### src/hw/rtl/asp_pkg.sv
// Shared types and constants of the atlas shelf packer.
`default_nettype none

package asp_pkg;

   localparam int unsigned MAX_PAGES = 256;
   localparam int unsigned PAGE_W = 8;
   localparam logic [PAGE_W-1:0] PAGE_LAST = PAGE_W'(MAX_PAGES - 1);

   localparam int unsigned EDGE_W = 15;
   localparam int unsigned PAD_W = 8;
   localparam int unsigned RECT_W = 14;
   localparam int unsigned POS_W = 14;
   localparam int unsigned STATUS_W = 2;
   localparam int unsigned CSR_IDX_W = 1;
   localparam int unsigned CSR_DATA_W = 15;

   localparam logic [EDGE_W-1:0] EDGE_RESET = EDGE_W'(512);
   localparam logic [PAD_W-1:0] PAD_RESET = PAD_W'(1);

   localparam logic [CSR_IDX_W-1:0] CSR_ATLAS_EDGE = 1'b0;
   localparam logic [CSR_IDX_W-1:0] CSR_PADDING = 1'b1;

   localparam int unsigned CMD_DEPTH = 4;
   localparam int unsigned CMD_PTR_W = $clog2(CMD_DEPTH);
   localparam int unsigned CMD_CNT_W = $clog2(CMD_DEPTH + 1);

   typedef enum logic [STATUS_W-1:0] {
      STATUS_CURRENT  = 2'd0,
      STATUS_FRESH    = 2'd1,
      STATUS_TOO_BIG  = 2'd2,
      STATUS_NO_PAGES = 2'd3
   } status_type;

   typedef struct packed {
      logic [EDGE_W-1:0] atlas_edge;
      logic [PAD_W-1:0]  padding;
   } cfg_type;

   // Classified item: padded size, padded size plus the trailing gap, and
   // whether it fits an empty page at all.
   typedef struct packed {
      logic              too_big;
      logic [EDGE_W-1:0] pw;
      logic [EDGE_W-1:0] ph;
      logic [EDGE_W-1:0] pw_gap;
      logic [EDGE_W-1:0] ph_gap;
   } cmd_type;

   typedef struct packed {
      logic [PAGE_W-1:0] page_index;
      logic [POS_W-1:0]  pos_x;
      logic [POS_W-1:0]  pos_y;
      status_type        status;
   } rsp_type;

endpackage

`default_nettype wire

### src/hw/rtl/asp_front.sv
// Front end: configuration registers, input register and size classification.
`default_nettype none

module asp_front (
   input  wire logic                           clock,
   input  wire logic                           reset,
   input  wire logic                           csr_we,
   input  wire logic [asp_pkg::CSR_IDX_W-1:0]  csr_index,
   input  wire logic [asp_pkg::CSR_DATA_W-1:0] csr_wdata,
   input  wire logic                           req_push,
   output      logic                           req_full,
   input  wire logic [asp_pkg::RECT_W-1:0]     req_rect_width,
   input  wire logic [asp_pkg::RECT_W-1:0]     req_rect_height,
   output      asp_pkg::cfg_type               cfg,
   output      logic                           cmd_push,
   output      asp_pkg::cmd_type               cmd_data,
   input  wire logic                           cmd_full
);
   import asp_pkg::*;

   logic [EDGE_W-1:0] edge_ff, edge_in;
   logic [PAD_W-1:0]  pad_ff, pad_in;
   logic              valid_ff, valid_in;
   cmd_type           cmd_ff, cmd_in;
   logic              accept;
   logic [EDGE_W-1:0] pad_ext;

   always_comb begin
      edge_in = edge_ff;
      pad_in = pad_ff;
      if (csr_we) begin
         unique case (csr_index)
            CSR_ATLAS_EDGE: edge_in = csr_wdata[EDGE_W-1:0];
            CSR_PADDING:    pad_in = csr_wdata[PAD_W-1:0];
            default:        ;
         endcase
      end
   end

   assign cfg.atlas_edge = edge_ff;
   assign cfg.padding = pad_ff;

   assign pad_ext = {{(EDGE_W-PAD_W){1'b0}}, pad_ff};

   always_comb begin
      cmd_in.pw = {1'b0, req_rect_width} + pad_ext;
      cmd_in.ph = {1'b0, req_rect_height} + pad_ext;
      cmd_in.pw_gap = cmd_in.pw + pad_ext;
      cmd_in.ph_gap = cmd_in.ph + pad_ext;
      cmd_in.too_big = !((cmd_in.pw_gap < edge_ff) && (cmd_in.ph_gap < edge_ff));
   end

   assign req_full = valid_ff && cmd_full;
   assign accept = req_push && !req_full;
   assign cmd_push = valid_ff && !cmd_full;
   assign cmd_data = cmd_ff;
   assign valid_in = accept || (valid_ff && cmd_full);

   always_ff @(posedge clock) begin
      if (reset) begin
         edge_ff <= EDGE_RESET;
         pad_ff <= PAD_RESET;
         valid_ff <= 1'b0;
      end else begin
         edge_ff <= edge_in;
         pad_ff <= pad_in;
         valid_ff <= valid_in;
      end
   end

   always_ff @(posedge clock) begin
      if (accept) begin
         cmd_ff <= cmd_in;
      end
   end

endmodule

`default_nettype wire

### src/hw/rtl/asp_queue.sv
// Short queue of classified items between the front and the back end.
`default_nettype none

module asp_queue (
   input  wire logic             clock,
   input  wire logic             reset,
   input  wire logic             push,
   input  wire asp_pkg::cmd_type push_data,
   output      logic             full,
   input  wire logic             pop,
   output      asp_pkg::cmd_type pop_data,
   output      logic             empty
);
   import asp_pkg::*;

   cmd_type                 mem [CMD_DEPTH];
   logic [CMD_PTR_W-1:0]    wptr_ff, wptr_in;
   logic [CMD_PTR_W-1:0]    rptr_ff, rptr_in;
   logic [CMD_CNT_W-1:0]    count_ff, count_in;
   logic                    do_push, do_pop;

   assign full = (count_ff == CMD_CNT_W'(CMD_DEPTH));
   assign empty = (count_ff == '0);
   assign do_push = push && !full;
   assign do_pop = pop && !empty;
   assign pop_data = mem[rptr_ff];

   always_comb begin
      wptr_in = wptr_ff;
      rptr_in = rptr_ff;
      count_in = count_ff;
      if (do_push) begin
         wptr_in = (wptr_ff == CMD_PTR_W'(CMD_DEPTH - 1)) ? '0 : wptr_ff + 1'b1;
      end
      if (do_pop) begin
         rptr_in = (rptr_ff == CMD_PTR_W'(CMD_DEPTH - 1)) ? '0 : rptr_ff + 1'b1;
      end
      if (do_push && !do_pop) begin
         count_in = count_ff + 1'b1;
      end else if (do_pop && !do_push) begin
         count_in = count_ff - 1'b1;
      end
   end

   always_ff @(posedge clock) begin
      if (reset) begin
         wptr_ff <= '0;
         rptr_ff <= '0;
         count_ff <= '0;
      end else begin
         wptr_ff <= wptr_in;
         rptr_ff <= rptr_in;
         count_ff <= count_in;
      end
   end

   always_ff @(posedge clock) begin
      if (do_push) begin
         mem[wptr_ff] <= push_data;
      end
   end

endmodule

`default_nettype wire

### src/hw/rtl/asp_back.sv
// Back end: shelf placement state, decision logic and the result queue.
`default_nettype none

module asp_back (
   input  wire logic                         clock,
   input  wire logic                         reset,
   input  wire asp_pkg::cfg_type             cfg,
   input  wire logic                         cmd_empty,
   input  wire asp_pkg::cmd_type             cmd_data,
   output      logic                         cmd_pop,
   output      logic                         rsp_empty,
   input  wire logic                         rsp_pop,
   output      logic [asp_pkg::PAGE_W-1:0]   rsp_page_index,
   output      logic [asp_pkg::POS_W-1:0]    rsp_pos_x,
   output      logic [asp_pkg::POS_W-1:0]    rsp_pos_y,
   output      logic [asp_pkg::STATUS_W-1:0] rsp_status
);
   import asp_pkg::*;

   logic [PAGE_W-1:0] page_ff, page_in;
   logic [EDGE_W-1:0] rows_ff, rows_in;
   logic [EDGE_W-1:0] rowh_ff, rowh_in;
   logic [EDGE_W-1:0] col_ff, col_in;

   rsp_type     out_mem [2];
   logic        out_wptr_ff, out_wptr_in;
   logic        out_rptr_ff, out_rptr_in;
   logic [1:0]  out_cnt_ff, out_cnt_in;
   logic        out_pop, out_ready, step;

   logic [EDGE_W-1:0] pad_ext;
   logic [EDGE_W:0]   next_top;
   logic              fit_cur, fit_row;
   logic [EDGE_W-1:0] base_col, base_rows, base_rowh;
   logic              placed;
   rsp_type           result;

   assign pad_ext = {{(EDGE_W-PAD_W){1'b0}}, cfg.padding};
   assign next_top = {1'b0, rows_ff} + {1'b0, rowh_ff};

   // Strict compares: the trailing gap must also stay inside the page.
   assign fit_cur = (({1'b0, rows_ff} + {1'b0, cmd_data.ph_gap}) < {1'b0, cfg.atlas_edge})
                 && (({1'b0, col_ff} + {1'b0, cmd_data.pw_gap}) < {1'b0, cfg.atlas_edge});
   assign fit_row = (({1'b0, next_top} + {2'b0, cmd_data.ph_gap})
                     < {2'b0, cfg.atlas_edge});

   assign out_pop = rsp_pop && !rsp_empty;
   assign out_ready = (out_cnt_ff != 2'd2) || out_pop;
   assign step = !cmd_empty && out_ready;
   assign cmd_pop = step;

   always_comb begin
      page_in = page_ff;
      base_col = col_ff;
      base_rows = rows_ff;
      base_rowh = rowh_ff;
      placed = 1'b1;
      result.page_index = page_ff;
      result.pos_x = '0;
      result.pos_y = '0;
      result.status = STATUS_CURRENT;
      priority if (cmd_data.too_big) begin
         placed = 1'b0;
         result.status = STATUS_TOO_BIG;
      end else if (fit_cur) begin
         result.status = STATUS_CURRENT;
      end else if (fit_row) begin
         base_rows = next_top[EDGE_W-1:0];
         base_rowh = '0;
         base_col = '0;
      end else if (page_ff == PAGE_LAST) begin
         placed = 1'b0;
         result.status = STATUS_NO_PAGES;
      end else begin
         page_in = page_ff + 1'b1;
         base_rows = '0;
         base_rowh = '0;
         base_col = '0;
         result.page_index = page_in;
         result.status = STATUS_FRESH;
      end
      rows_in = rows_ff;
      rowh_in = rowh_ff;
      col_in = col_ff;
      if (placed) begin
         result.pos_x = POS_W'(base_col + pad_ext);
         result.pos_y = POS_W'(base_rows + pad_ext);
         rows_in = base_rows;
         rowh_in = (cmd_data.ph > base_rowh) ? cmd_data.ph : base_rowh;
         col_in = base_col + cmd_data.pw;
      end
   end

   always_comb begin
      out_wptr_in = out_wptr_ff;
      out_rptr_in = out_rptr_ff;
      out_cnt_in = out_cnt_ff;
      if (step) begin
         out_wptr_in = !out_wptr_ff;
      end
      if (out_pop) begin
         out_rptr_in = !out_rptr_ff;
      end
      if (step && !out_pop) begin
         out_cnt_in = out_cnt_ff + 1'b1;
      end else if (out_pop && !step) begin
         out_cnt_in = out_cnt_ff - 1'b1;
      end
   end

   always_ff @(posedge clock) begin
      if (reset) begin
         page_ff <= '0;
         rows_ff <= '0;
         rowh_ff <= '0;
         col_ff <= '0;
         out_wptr_ff <= 1'b0;
         out_rptr_ff <= 1'b0;
         out_cnt_ff <= '0;
      end else begin
         if (step) begin
            page_ff <= page_in;
            rows_ff <= rows_in;
            rowh_ff <= rowh_in;
            col_ff <= col_in;
         end
         out_wptr_ff <= out_wptr_in;
         out_rptr_ff <= out_rptr_in;
         out_cnt_ff <= out_cnt_in;
      end
   end

   always_ff @(posedge clock) begin
      if (step) begin
         out_mem[out_wptr_ff] <= result;
      end
   end

   assign rsp_empty = (out_cnt_ff == 2'd0);
   assign rsp_page_index = out_mem[out_rptr_ff].page_index;
   assign rsp_pos_x = out_mem[out_rptr_ff].pos_x;
   assign rsp_pos_y = out_mem[out_rptr_ff].pos_y;
   assign rsp_status = out_mem[out_rptr_ff].status;

   a_page_monotonic: assert property (@(posedge clock) disable iff (reset)
      !reset |=> (page_ff == $past(page_ff)) || (page_ff == $past(page_ff) + 1'b1))
      else $error("page index moved by more than one");

   a_reject_keeps_state: assert property (@(posedge clock) disable iff (reset)
      step && cmd_data.too_big |=> $stable(page_ff) && $stable(rows_ff)
         && $stable(rowh_ff) && $stable(col_ff))
      else $error("oversized item changed the shelf state");

   a_out_bounded: assert property (@(posedge clock) disable iff (reset)
      !reset |-> (out_cnt_ff <= 2'd2) && !(step && (out_cnt_ff == 2'd2) && !out_pop))
      else $error("result queue overflow");

endmodule

`default_nettype wire

### src/hw/rtl/atlas_shelf_packer_top.sv
// Top level of the atlas shelf packer: front end, item queue and back end.
//
//  Channel   Handshake             Payload
//  req_      push / full           rect_width, rect_height
//  rsp_      empty / pop           page_index, pos_x, pos_y, status
//  csr_      we (no wait)          index, wdata (atlas_edge, padding)
//
// One item per clock is sustained while results are popped; the back end updates
// the shelf state once per cycle in which it takes an item. An item's result is
// on the result ports once the item has passed the input register and the item
// queue and its result is written into the result queue, and it can be popped at
// the next edge. Synchronous reset clears the page and shelf state and loads
// atlas_edge = 512 and padding = 1. A stalled result side fills the two-entry
// result queue, then the four-entry item queue and the input register, and only then raises full.
`default_nettype none

module atlas_shelf_packer_top (
   input  wire logic                           clock,
   input  wire logic                           reset,
   input  wire logic                           csr_we,
   input  wire logic [asp_pkg::CSR_IDX_W-1:0]  csr_index,
   input  wire logic [asp_pkg::CSR_DATA_W-1:0] csr_wdata,
   input  wire logic                           req_push,
   output      logic                           req_full,
   input  wire logic [asp_pkg::RECT_W-1:0]     req_rect_width,
   input  wire logic [asp_pkg::RECT_W-1:0]     req_rect_height,
   output      logic                           rsp_empty,
   input  wire logic                           rsp_pop,
   output      logic [asp_pkg::PAGE_W-1:0]     rsp_page_index,
   output      logic [asp_pkg::POS_W-1:0]      rsp_pos_x,
   output      logic [asp_pkg::POS_W-1:0]      rsp_pos_y,
   output      logic [asp_pkg::STATUS_W-1:0]   rsp_status
);
   import asp_pkg::*;

   cfg_type cfg;
   logic    q_push, q_full, q_pop, q_empty;
   cmd_type q_in, q_out;

   asp_front u_front (
      .clock           (clock),
      .reset           (reset),
      .csr_we          (csr_we),
      .csr_index       (csr_index),
      .csr_wdata       (csr_wdata),
      .req_push        (req_push),
      .req_full        (req_full),
      .req_rect_width  (req_rect_width),
      .req_rect_height (req_rect_height),
      .cfg             (cfg),
      .cmd_push        (q_push),
      .cmd_data        (q_in),
      .cmd_full        (q_full)
   );

   asp_queue u_queue (
      .clock     (clock),
      .reset     (reset),
      .push      (q_push),
      .push_data (q_in),
      .full      (q_full),
      .pop       (q_pop),
      .pop_data  (q_out),
      .empty     (q_empty)
   );

   asp_back u_back (
      .clock          (clock),
      .reset          (reset),
      .cfg            (cfg),
      .cmd_empty      (q_empty),
      .cmd_data       (q_out),
      .cmd_pop        (q_pop),
      .rsp_empty      (rsp_empty),
      .rsp_pop        (rsp_pop),
      .rsp_page_index (rsp_page_index),
      .rsp_pos_x      (rsp_pos_x),
      .rsp_pos_y      (rsp_pos_y),
      .rsp_status     (rsp_status)
   );

endmodule

`default_nettype wire
### config.mk
export PLATFORM = sky130hd
export DESIGN_NAME = atlas_shelf_packer_top
export DESIGN_NICKNAME = d
export VERILOG_FILES = /design/src/hw/rtl/asp_pkg.sv /design/src/hw/rtl/asp_front.sv /design/src/hw/rtl/asp_queue.sv /design/src/hw/rtl/asp_back.sv /design/src/hw/rtl/atlas_shelf_packer_top.sv
export SDC_FILE = /design/constraint.sdc
export NUM_CORES = 1
export LEC_CHECK = 0
export CELL_PAD_IN_SITES_DETAIL_PLACEMENT = 1
export CELL_PAD_IN_SITES_GLOBAL_PLACEMENT = 1
export CORE_UTILIZATION = 45
export DETAILED_ROUTE_END_ITERATION = 12
export DONT_BUFFER_PORTS = 1
export PLACE_DENSITY_LB_ADDON = 0.2
export SLEW_MARGIN = 30
export SYNTH_ARGS = -nofsm -noshare
export SYNTH_HDL_FRONTEND = slang
export SYNTH_SLANG_ARGS = --single-unit
### constraint.sdc
create_clock -name clock -period 18.36 [get_ports clock]
set_input_delay 2.754 -clock clock [delete_from_list [all_inputs] [get_ports clock]]
set_output_delay 2.754 -clock clock [all_outputs]
set_load 0.01 [all_outputs]
==> impl_metrics.env <==
export IMPL_synthDominantCellAreaShare_pct=45.98
export IMPL_fin_tns_setup_ns=0
export IMPL_area_delta_synth_final_pct=10.72
export IMPL_drt_initial_drc_count=963
export IMPL_p_per_area_mw_per_mm2=159.9
export IMPL_setup_viol=0
export IMPL_clk_latency_ns=0.61
export IMPL_comb_power_share_pct=41.9
export IMPL_met3_usage_pct=3.565
export IMPL_r2r_cells=36
export IMPL_hold_path_depth=2
export IMPL_setup_worst_path_start_class="register"
export IMPL_avgSynthCellArea_um2=12.61
export IMPL_drc=0
export IMPL_gp_congestion=0.8696
export IMPL_synthFlopType="edfxtp_1"
export IMPL_final_max_slew_violation_count=0
export IMPL_antenna_found_initial=2
export IMPL_timing_slew_headroom_pct=30.35
export IMPL_cpPeakStageDelay_ns=0.74
export IMPL_start_util_pct=45.88
export IMPL_port_buffer_count=0
export IMPL_clock_skew_ns=0.01891
export IMPL_cp_end_kind="register"
export IMPL_ios=89
export IMPL_p_leak_nw=10.29
export IMPL_vias=16040
export IMPL_rsz0062_at_grt="false"
export IMPL_p_seq_share_pct=34.0
export IMPL_wl_um=66070
export IMPL_cts_tree="done"
export IMPL_power_internal_mw=2.746
export IMPL_ctsResizeCount=0
export IMPL_syn_area_mm2=0.02488
export IMPL_cts_setup_buffers=0
export IMPL_cts_buffers=52
export IMPL_htreeDepth=2
export IMPL_cap_violations=0
export IMPL_critPathSlowestCell="dfxtp_4"
export IMPL_cts_sinks=472
export IMPL_power_switching_mw=1.659
export IMPL_synth_distinct_cells=79
export IMPL_viasPerCell=5.869
export IMPL_fp_dieArea_mm2=0.05624
export IMPL_clk_pin_slew_ns=0.06
export IMPL_die_y_um=237.2
export IMPL_fmax_ghz=0.09984
export IMPL_status="finished clean"
export IMPL_fin_util_pct=50.79
export IMPL_grt_max_degree=74
export IMPL_use_met1_pct=32.68
export IMPL_drive_gt1_share_pct=12.03
export IMPL_root_buffer="clkbuf_16"
export IMPL_synth_area_leaders="edfxtp_1 46%, ha_1 11%, dfxtp_1 7.3%"
export IMPL_crit_required_ns=18.67
export IMPL_core_area_mm2=0.05424
export IMPL_synth_edf_count=381
export IMPL_dr_pass1_iters=5
export IMPL_gr_max_usage_layer="met2"
export IMPL_crit_type="reg -> reg"
export IMPL_hold_viol=0
export IMPL_num_nets_final=2275
export IMPL_crit_top_cell="a21oi_1"
export IMPL_gr_usage_met2_pct=39.28
export IMPL_grt_use_total_pct=23.71
export IMPL_die_x_um=237.2
export IMPL_cts_hold_buffers_added=0
export IMPL_synth_top_area_cell="edfxtp_1"
export IMPL_cp_data_arrival_time_ns=10.32
export IMPL_first_global_vias=17100
export IMPL_synth_cells=1974
export IMPL_clockBufferDepth=3
export IMPL_hp_class="reg -> reg"
export IMPL_antenna_cells=0
export IMPL_layout_min_cycle_time_ns=10.02
export IMPL_ys_seq_area_share_pct=53.30
export IMPL_wl_per_cell_um=24.17
export IMPL_path_max_fanout=40
export IMPL_grt_pass1_wl_um=100700
export IMPL_worstMarginPinSlew_ns=1.043
export IMPL_peakVddDrop_mv=0.07901
export IMPL_period_share_pct=54.55
export IMPL_synthesis_nets=2255
export IMPL_ys_ff_latch=472
export IMPL_gr_total_overflow=0
export IMPL_async_reset_ff_share_pct=0
export IMPL_p_clk_share_pct=24.2
export IMPL_rows=85
export IMPL_ant_nets=0
export IMPL_dp_hpwl_um=46870
export IMPL_synth_warnings=0
export IMPL_power_switching_share_pct=37.66
[registers in the layout (all words and copies together), names as in the netlist, named ones only]
name and count:
u_queue.wptr_ff 2, u_front.edge_ff 15, u_back.col_ff 15, u_back.rowh_ff 15, u_back.out_cnt_ff 2, u_back.out_rptr_ff 1, u_back.out_mem 76, u_back.page_ff 8
u_back.rows_ff 15, u_queue.count_ff 3, u_back.out_wptr_ff 1, u_front.valid_ff 1, u_front.pad_ff 8, u_queue.mem 244, u_front.cmd_data 61, u_queue.rptr_ff 2
[power by group through the flow]
| stage | clock [mW] | combinational [mW] | sequential [mW] |
|---|---|---|---|
| 2_1_floorplan | 0 | 1.38 | 1.45 |
| 3_3_place_gp | 0 | 1.74 | 1.51 |
| 3_5_place_dp | 0 | 1.83 | 1.52 |
| 4_1_cts | 1.09 | 1.85 | 1.50 |
| 5_1_grt | 1.12 | 2.04 | 1.52 |
| 6_report | 1.06 | 1.84 | 1.50 |
[worst max-delay path: cells and delay by family (launching register included)]
family / cells / cell delay (ns)
compound gates: 20 / 4.47
xor+xnor: 1 / 0.17
fa+ha+maj: 4 / 1.07
buf+inv: 3 / 1.22
flops: 1 / 0.74
mux: 2 / 0.88
simple gates: 6 / 1.13
[cell families (layout without fill, tap and decap cells)]
group	Yosys count	after routing	share of synthesized area [%]
muxes	125	125	8.261
DFF	472	472	53.30
buffers and inverters	149	212	2.313
AOI/OAI and AO/OA	422	422	10.87
adders and majority gates	232	232	12.03
and+or+nand+nor	438	438	8.442
xor gates and xnor gates	136	136	4.787
[layer usage]
metal	vias up	wire [µm]
met3	74	3249
li1	7472	-
met4	0	1252
met5	-	0
met2	342	31300
met1	8151	30260
[cells in the mapped netlist, types with 5 or more instances]
| library cell | n |
|---|---|
| edfxtp_1 | 381 |
| ha_1 | 220 |
| nand2_1 | 147 |
| a21oi_1 | 138 |
| nor2_1 | 106 |
| xnor2_1 | 97 |
| inv_1 | 96 |
| dfxtp_1 | 91 |
| o21ai_0 | 76 |
| mux4_2 | 60 |
| a21o_1 | 47 |
| mux2_2 | 43 |
| nand3_1 | 40 |
| xor2_1 | 39 |
| clkbuf_1 | 32 |
| and2_1 | 30 |
| mux2i_1 | 22 |
| nor3_1 | 22 |
| a211oi_1 | 21 |
| o21bai_1 | 20 |
| nor2b_1 | 17 |
| o22ai_1 | 15 |
| nand2b_1 | 14 |
| nand4_1 | 14 |
| o21a_1 | 13 |
| fa_1 | 12 |
| and3_1 | 11 |
| buf_2 | 10 |
| buf_1 | 9 |
| a22o_1 | 8 |
| o211ai_1 | 8 |
| a31oi_1 | 7 |
| nor4_1 | 7 |
| or3_1 | 7 |
| a22oi_1 | 6 |
| o21ai_1 | 6 |
| o31ai_1 | 6 |
| a21boi_0 | 5 |
| o2111ai_1 | 5 |
| or4_1 | 5 |
[final cells by class]
| cell class | instances | area [µm²] |
|---|---|---|
| clock buffers | 68 | 1433 |
| clock inverters | 29 | 340.3 |
| fillers | 5521 | 26690 |
| inverters | 97 | 364.1 |
| multi-input cells | 1353 | 11100 |
| flip-flops and latches | 472 | 13270 |
| well taps | 696 | 870.8 |
| repair buffers | 18 | 175.2 |
[stage by stage]
stage / hold WS (ns) / area, µm² / instances / setup slack, ns / power (mW)
2_1_floorplan: 0.4363 / 24880 / 1974 / 9.327 / 2.832
3_3_place_gp: 0.4411 / 25710 / 2634 / 8.585 / 3.254
3_5_place_dp: 0.4446 / 25750 / 2635 / 8.318 / 3.351
4_1_cts: 0.4528 / 27520 / 2732 / 8.208 / 4.436
5_1_grt: 0.4772 / 27550 / 2733 / 7.345 / 4.682
6_report: 0.4517 / 27550 / 2733 / 8.344 / 4.405
[path summary, 6_finish.rpt]
| path | startpoint | end | slack (ns) |
|---|---|---|---|
| setup / recovery | register | u_back.out_mem[1][11] | 8.34 |
| hold / removal | u_front.edge_ff[8] | u_front.edge_ff[8] | 0.45 |
| setup reg to reg | register | u_back.out_mem[1][11] | 8.34 |
| hold reg to reg | u_front.edge_ff[8] | u_front.edge_ff[8] | 0.45 |
[cell usage in the layout, fill, tap and decap left out, drive strengths merged, types with 17 or more instances in the layout]
cell    count
mux4       60
ha        220
nand3      40
dfxtp      91
a211oi     23
clkbuf     68
nand2     147
edfxtp    381
o21bai     20
clkinv     20
inv        98
nor2b      17
xnor2      97
xor2       39
mux2       43
mux2i      22
buf        18
o21ai      83
nor2      106
and2       31
a21oi     142
a21o       48
nor3       22
(Power assumes the default switching activity.)
